**src/rtl/sac_pkg.sv**
```systemverilog
`default_nettype none
package sac_pkg;
    localparam int CoordW  = 32;
    localparam int HalfW   = CoordW - 1;
    localparam int ExtW    = CoordW + 2;
    localparam int DiffW   = CoordW + 2;
    localparam int MagW    = CoordW + 1;
    localparam int SqW     = 2 * MagW + 2;
    localparam int RootW   = SqW / 2;
    localparam int TagW    = 16;
    localparam int NormW   = 18;
    localparam int NormF   = 16;
    localparam int QDepth  = 4;
    localparam int QPtrW   = 2;
    localparam int RootLat = RootW;
    localparam int DivLat  = NormF + 1;

    // Classified item passed from the front part to the back part
    typedef struct packed {
        logic                   hit;
        logic [TagW-1:0]        tag;
        logic signed [ExtW-1:0] cl_x;
        logic signed [ExtW-1:0] cl_y;
        logic signed [ExtW-1:0] cl_z;
        logic [MagW-1:0]        m_x;
        logic [MagW-1:0]        m_y;
        logic [MagW-1:0]        m_z;
        logic [2:0]             pos;      // offset strictly positive per axis
        logic [SqW-1:0]         d2;
        logic [1:0]             face_ax;
        logic                   face_neg; // face normal is minus one
        logic [HalfW-1:0]       radius;
    } t_item;
endpackage
`default_nettype wire

```
**src/rtl/sac_queue.sv**
```systemverilog
`default_nettype none
// Short queue between the two parts, registers only
module sac_queue (
    input  wire logic           i_clk,
    input  wire logic           i_rst_n,
    input  wire logic           i_push,
    input  sac_pkg::t_item      i_item,
    input  wire logic           i_pop,
    output logic                o_empty,
    output logic [sac_pkg::QPtrW:0] o_count,
    output sac_pkg::t_item      o_item
);
    sac_pkg::t_item r_mem [sac_pkg::QDepth];
    logic [sac_pkg::QPtrW-1:0] r_wp, r_rp;
    logic [sac_pkg::QPtrW:0]   r_cnt;
    logic                      do_pop;

    assign do_pop  = i_pop && (r_cnt != '0);
    assign o_empty = (r_cnt == '0);
    assign o_count = r_cnt;
    assign o_item  = r_mem[r_rp];

    always_ff @(posedge i_clk) begin
        if (!i_rst_n) begin
            r_wp <= '0; r_rp <= '0; r_cnt <= '0;
        end else begin
            if (i_push) r_wp <= r_wp + 1'b1;
            if (do_pop) r_rp <= r_rp + 1'b1;
            r_cnt <= r_cnt + (sac_pkg::QPtrW+1)'(i_push) - (sac_pkg::QPtrW+1)'(do_pop);
        end
    end

    // store the incoming item
    always_ff @(posedge i_clk) begin
        if (i_push) r_mem[r_wp] <= i_item;
    end
endmodule
`default_nettype wire

```
**config.mk**
```make
export PLATFORM = sky130hd
export DESIGN_NAME = sac_queue
export DESIGN_NICKNAME = d
export VERILOG_FILES = /design/src/rtl/sac_pkg.sv /design/src/rtl/sac_queue.sv
export SDC_FILE = /design/constraint.sdc
export NUM_CORES = 1
export LEC_CHECK = 0
export BUFFER_PORTS_ARGS = -buffer_cell sky130_fd_sc_hd__clkbuf_2
export CAP_MARGIN = 20
export CORE_MARGIN = 4
export CORE_UTILIZATION = 57
export CTS_CLUSTER_SIZE = 24
export DETAILED_ROUTE_END_ITERATION = 16
export PLACE_DENSITY = 0.81
export SYNTH_ARGS = -nofsm -noshare
export SYNTH_HDL_FRONTEND = slang
export SYNTH_SLANG_ARGS = --single-unit
```
**constraint.sdc**
```tcl
create_clock -name i_clk -period 11.5 [get_ports i_clk]
set_input_delay 0.575 -clock i_clk [delete_from_list [all_inputs] [get_ports i_clk]]
set_output_delay 0.575 -clock i_clk [all_outputs]
set_load 0.03 [all_outputs]
```
======== After elaboration in Yosys (flattened, before gate mapping) ========
Memory sizes are Yosys's and may differ from the RTL's. A register that Yosys moved wholly into a read port is not among the register bits.
Index checks and enable logic that the tools add are counted.
storage, ports and cells
  memories kept ........................... 1
  input port bits ......................... 327
  output and inout port bits .............. 327
  memory bits (writable) .................. 1292
  register bits ........................... 7
  logic and storage cells ................. 15
cells by class
  add/subtract/negate cells ............... 4
  muxes and demuxes ....................... 4
  reductions and logical operators ........ 3
memory list
  memory  depth  width  rd ports  clocked after Yosys merged registers in  write ports  line             RTL
  r_mem   4      323    1         1                                        1            sac_queue.sv:13  sac_pkg::t_item r_mem [sac_pkg::QDepth];
operators by type and width
  operator             count
  $add 2x1->2 const B  2
  $mux 2               2
  $add 3x1->3          1
  $logic_not 3->1      1
  $reduce_bool 3->1    1
  $sub 3x1->3          1
  $mux 1               2
  $logic_and 1x1->1    1

======== Logic depth before layout (Yosys ltp) ========
  word-level depth ........................ 4
  depth in mapped cells ................... 8
  depth with buffers taken out ............ 8

======== Worst setup path before layout ========
No wires, ideal clock.
  path kind ............................... in2reg
  start point ............................. input i_push
  end point ............................... memory r_mem[0][0] (netlist bit), enable pin
  data arrival time ....................... 7.854 ns
  stages on the path ...................... 1
  setup time .............................. 0.725 ns
  buffers on the path ..................... 0
  data required time ...................... 10.775 ns
  path slack .............................. 2.921 ns
  cells stage by stage .................... and2_1
between the ends
  longest elaborated chain between the ends .. 2
ends and longest elaborated chain
  what                          line             RTL
  start: declaration            sac_queue.sv:6   input wire logic i_push,
  $mux 1                        sac_queue.sv:35  if (i_push) r_mem[r_wp] <= i_item;
  $mux 1 (implied by the code)  sac_queue.sv:35
  end: declaration              sac_queue.sv:13
Every way passes these cells.

==> run_results.csv <==
group,metric,value,unit
synthesis,ys_warn_count,0,
power_and_ir_drop,total_power,0.0118,W
cells_and_area,fin_area,55100,um2
critical_path,cp_cell_sequence,"buf_4 -> buf_4 -> buf_4 -> mux4_2 -> clkbuf_2",
critical_path,reg2reg_depth,5,
synthesis,synth.most_common_cell,"edfxtp_1",
critical_path,start_kind,"register",
clock_tree,cts_tree,"built",
timing,relSlewSlack,0.196,
min_path,whs_path_depth,1,
timing,finClkSkew,63.9,ps
min_path,hold_path_class,"in -> reg",
synthesis,ys.flop_type,"edfxtp_1",
synthesis,synth_seq_area_share,0.828,
critical_path,critPathCaptureType,"output port",
clock_tree,clk_root_buffer_cell,"clkbuf_16",
global_route,grt_pass1_wl,152,mm
synthesis,synth-simple-area-share,0.00173,
critical_path,cp_num_cells,5,
critical_path,setup.worst_path.class,"reg -> out",
clock_tree,path_clk_slew,70,ps
synthesis,synthCells,1730,
global_route,busiest_layer,"met2",
synthesis,synth_edf_count,1292,
routing,wire_per_inst,28.6,um
timing,fin_crit_sh,0.436,
critical_path,slowest_delay,810,ps
synthesis,synthArstFlopShare,0,
synthesis,synth_xor_area_frac,0.000664,
placement,io_buffer_count,653,
global_route,antenna_found_initial,30,
clock_tree,cts.sinks,1301,
placement,hpwl,64.3,mm
die,std_cell_rows,105,
clock_tree,ctsHtreeMaxLevel,3,
timing,finalSetupViolCount,0,
synthesis,synth_top_family_by_area,"multiplexers",
die,fp.coreArea,82000,um2
synthesis,synthTopCellsByCount,"edfxtp_1, mux4_2, buf_2, buf_6, dfxtp_1",
timing,hold_viol,0,
global_route,grt_overflow,0,
clock_tree,post_cts_buffers,0,
critical_path,crit_top_cell,"buf_4",
timing,worstMarginPinSlew,1210,ps
clock_tree,numCtsBuffers,118,
routing,drt_drc_violations_left,0,
power_and_ir_drop,power.density,214,nW/um2
placement,gp_congestion,0.788,
synthesis,synth_area,47100,um2
timing,period_minus_slack,5020,ps
routing,drtIter0Drc,2078,
die,die_w,295,um
synthesis,syn_area_per_cell,27.2,um2
placement,dp_cells,3403,
placement,placed_area,51400,um2
global_route,grt_pass1_vias,23100,
routing,via_per_inst,6.00,
cells_and_area,drive_gt1_frac,0.458,
synthesis,synthAdderAreaFrac,0.00202,
routing,wl,104,mm
global_route,grt_usage,0.238,
die,dieArea,87200,um2
job,cap_violations,0,
cells_and_area,nFillCells,4865,
timing,slew_violations,0,
outcome,status,"finished, final reports clean",
synthesis,synth_compound_area_frac,0.000372,
cells_and_area,area_growth,17.1,%
global_route,use_met1,0.291,
cells_and_area,final_cells,3645,
routing,ant_nets,0,
critical_path,crit_slowest_cell,"buf_4",
clock_tree,cts_buffer_depth,3,
critical_path,worstPathRequired,10930,ps
global_route,grt_util_met2,0.404,
timing,rsz0062_at_grt,"false",
synthesis,muxShareOfSynthArea,0.155,
timing,fmax,199,MHz
global_route,gr-usage-met3,0.0614,
die,initial_core_util,0.574,
critical_path,arrival,4440,ps
synthesis,synth_top_cell_by_area,"edfxtp_1",
clock_tree,cts_resized,0,
power_and_ir_drop,irDropWorstVdd,0.000188,V
critical_path,crit_fanout,66,
synthesis,synth-seq-cells,1301,
power_and_ir_drop,p_leak,18.5,nW
synthesis,yosys-top-cells-area,"edfxtp_1, mux4_2, buf_6",
clock_tree,ctsHoldBuffers,0,
timing,setup_tns,0,ps
cells_and_area,nets,2788,
timing,whs,94.3,ps
synthesis,yosysTopAreaCellShare,0.824,
routing,vias,21900,
synthesis,ys_types,19,
die,ios,654,
critical_path,critPathTopFamily,"buffers and inverters",
global_route,grt_max_degree,160,
die,fp.dieH,295,um
synthesis,syn-num-nets,2064,
critical_path,path_buf_inv,4,
clock_tree,worstSkewPairLatency,690,ps
routing,dr.pass1.iters,7,
placed cells by master, fill, tap and decap left out:
master	netlist	routed
edfxtp_1	1292	1292
clkbuf_2	0	653
mux4_2	323	323
clkbuf_16	0	118
clkinv_2	0	29
diode_2	0	27
clkinv_1	0	27
clkbuf_1	7	24
buf_4	0	17
bufinv_16	0	7
dfxtp_1	9	7
ha_1	6	6
buf_12	0	6
inv_1	5	5
and2_4	0	4
mux2i_1	4	4
inv_6	0	4
clkinv_16	0	4
nor2b_1	3	3
and2_1	6	2
nand2_1	2	2
nand2b_1	2	2
dfxtp_4	0	2
o31a_1	1	1
nor3_1	1	1
xor2_1	1	1
o311ai_0	1	1
xnor3_1	1	1
fa_1	1	1
clkinvlp_4	0	1
power breakdown:
part	total, W	switching, W	leakage [nW]	internal (W)
clock network	0.00369	0.00165	1.80	0.00204
registers	0.00556	0.000101	11.9	0.00546
logic	0.00254	0.00163	4.71	0.000909
routing by layer:
| metal | share of wire | wire length [um] | up-vias |
|---|---|---|---|
| met3 | 0.085 | 8890 | 218 |
| li1 | - | - | 9043 |
| met4 | 0.042 | 4440 | 6 |
| met5 | 0.00039 | 41 | - |
| met2 | 0.53 | 55500 | 1126 |
| met1 | 0.34 | 35500 | 11500 |
sequential cells by signal (all words and copies together) (netlist names), named ones only:
signal   cells
r_mem     1292
o_count      3
r_rp         2
r_wp         2
stage by stage:
stage          setup slack, ps  utilization
5_1_grt                   6250        0.672
2_1_floorplan             2920            -
6_report                  6480        0.673
4_1_cts                   6420        0.672
3_5_place_dp              7200        0.627
3_3_place_gp              7260        0.627
worst register-to-register path, stage by stage, from the launching register on:
cell	delay (ps)
dfxtp_1	410
ha_1	200
and2_4	550
buf_12	320
buf_4	790
buf_4	970
cell families after synthesis:
family | count (synthesis)
compound gates | 2
xor+xnor | 2
fa+ha+maj | 7
buf+inv | 77
flops | 1301
mux | 327
simple gates | 14
cell type report:
class,instances,area (um2),area share
antenna,27,67.6,0.00123
clock buffer,142,3040,0.0552
clock inverter,72,619,0.0112
inverter,5,18.8,0.000340
multi-input combinational,352,7550,0.137
sequential,1301,39000,0.707
tap,1070,1340,0.0243
timing repair buffer,676,3520,0.0638
worst paths after layout:
| path | startpoint | end | slack, ps |
|---|---|---|---|
| worst max-delay path | register | o_item[261] | 6480 |
| worst min-delay path | i_item[64] | r_mem[2][64]$_DFFE_PP_ | 90 |
| worst max register to register | r_wp[0]$_SDFFE_PN0P_ | r_mem[3][283]$_DFFE_PP_ | 7730 |
| worst min register to register | r_rp[0]$_SDFFE_PN0P_ | r_rp[0]$_SDFFE_PN0P_ | 500 |
No activity file was read; power rests on OpenSTA's default activity.
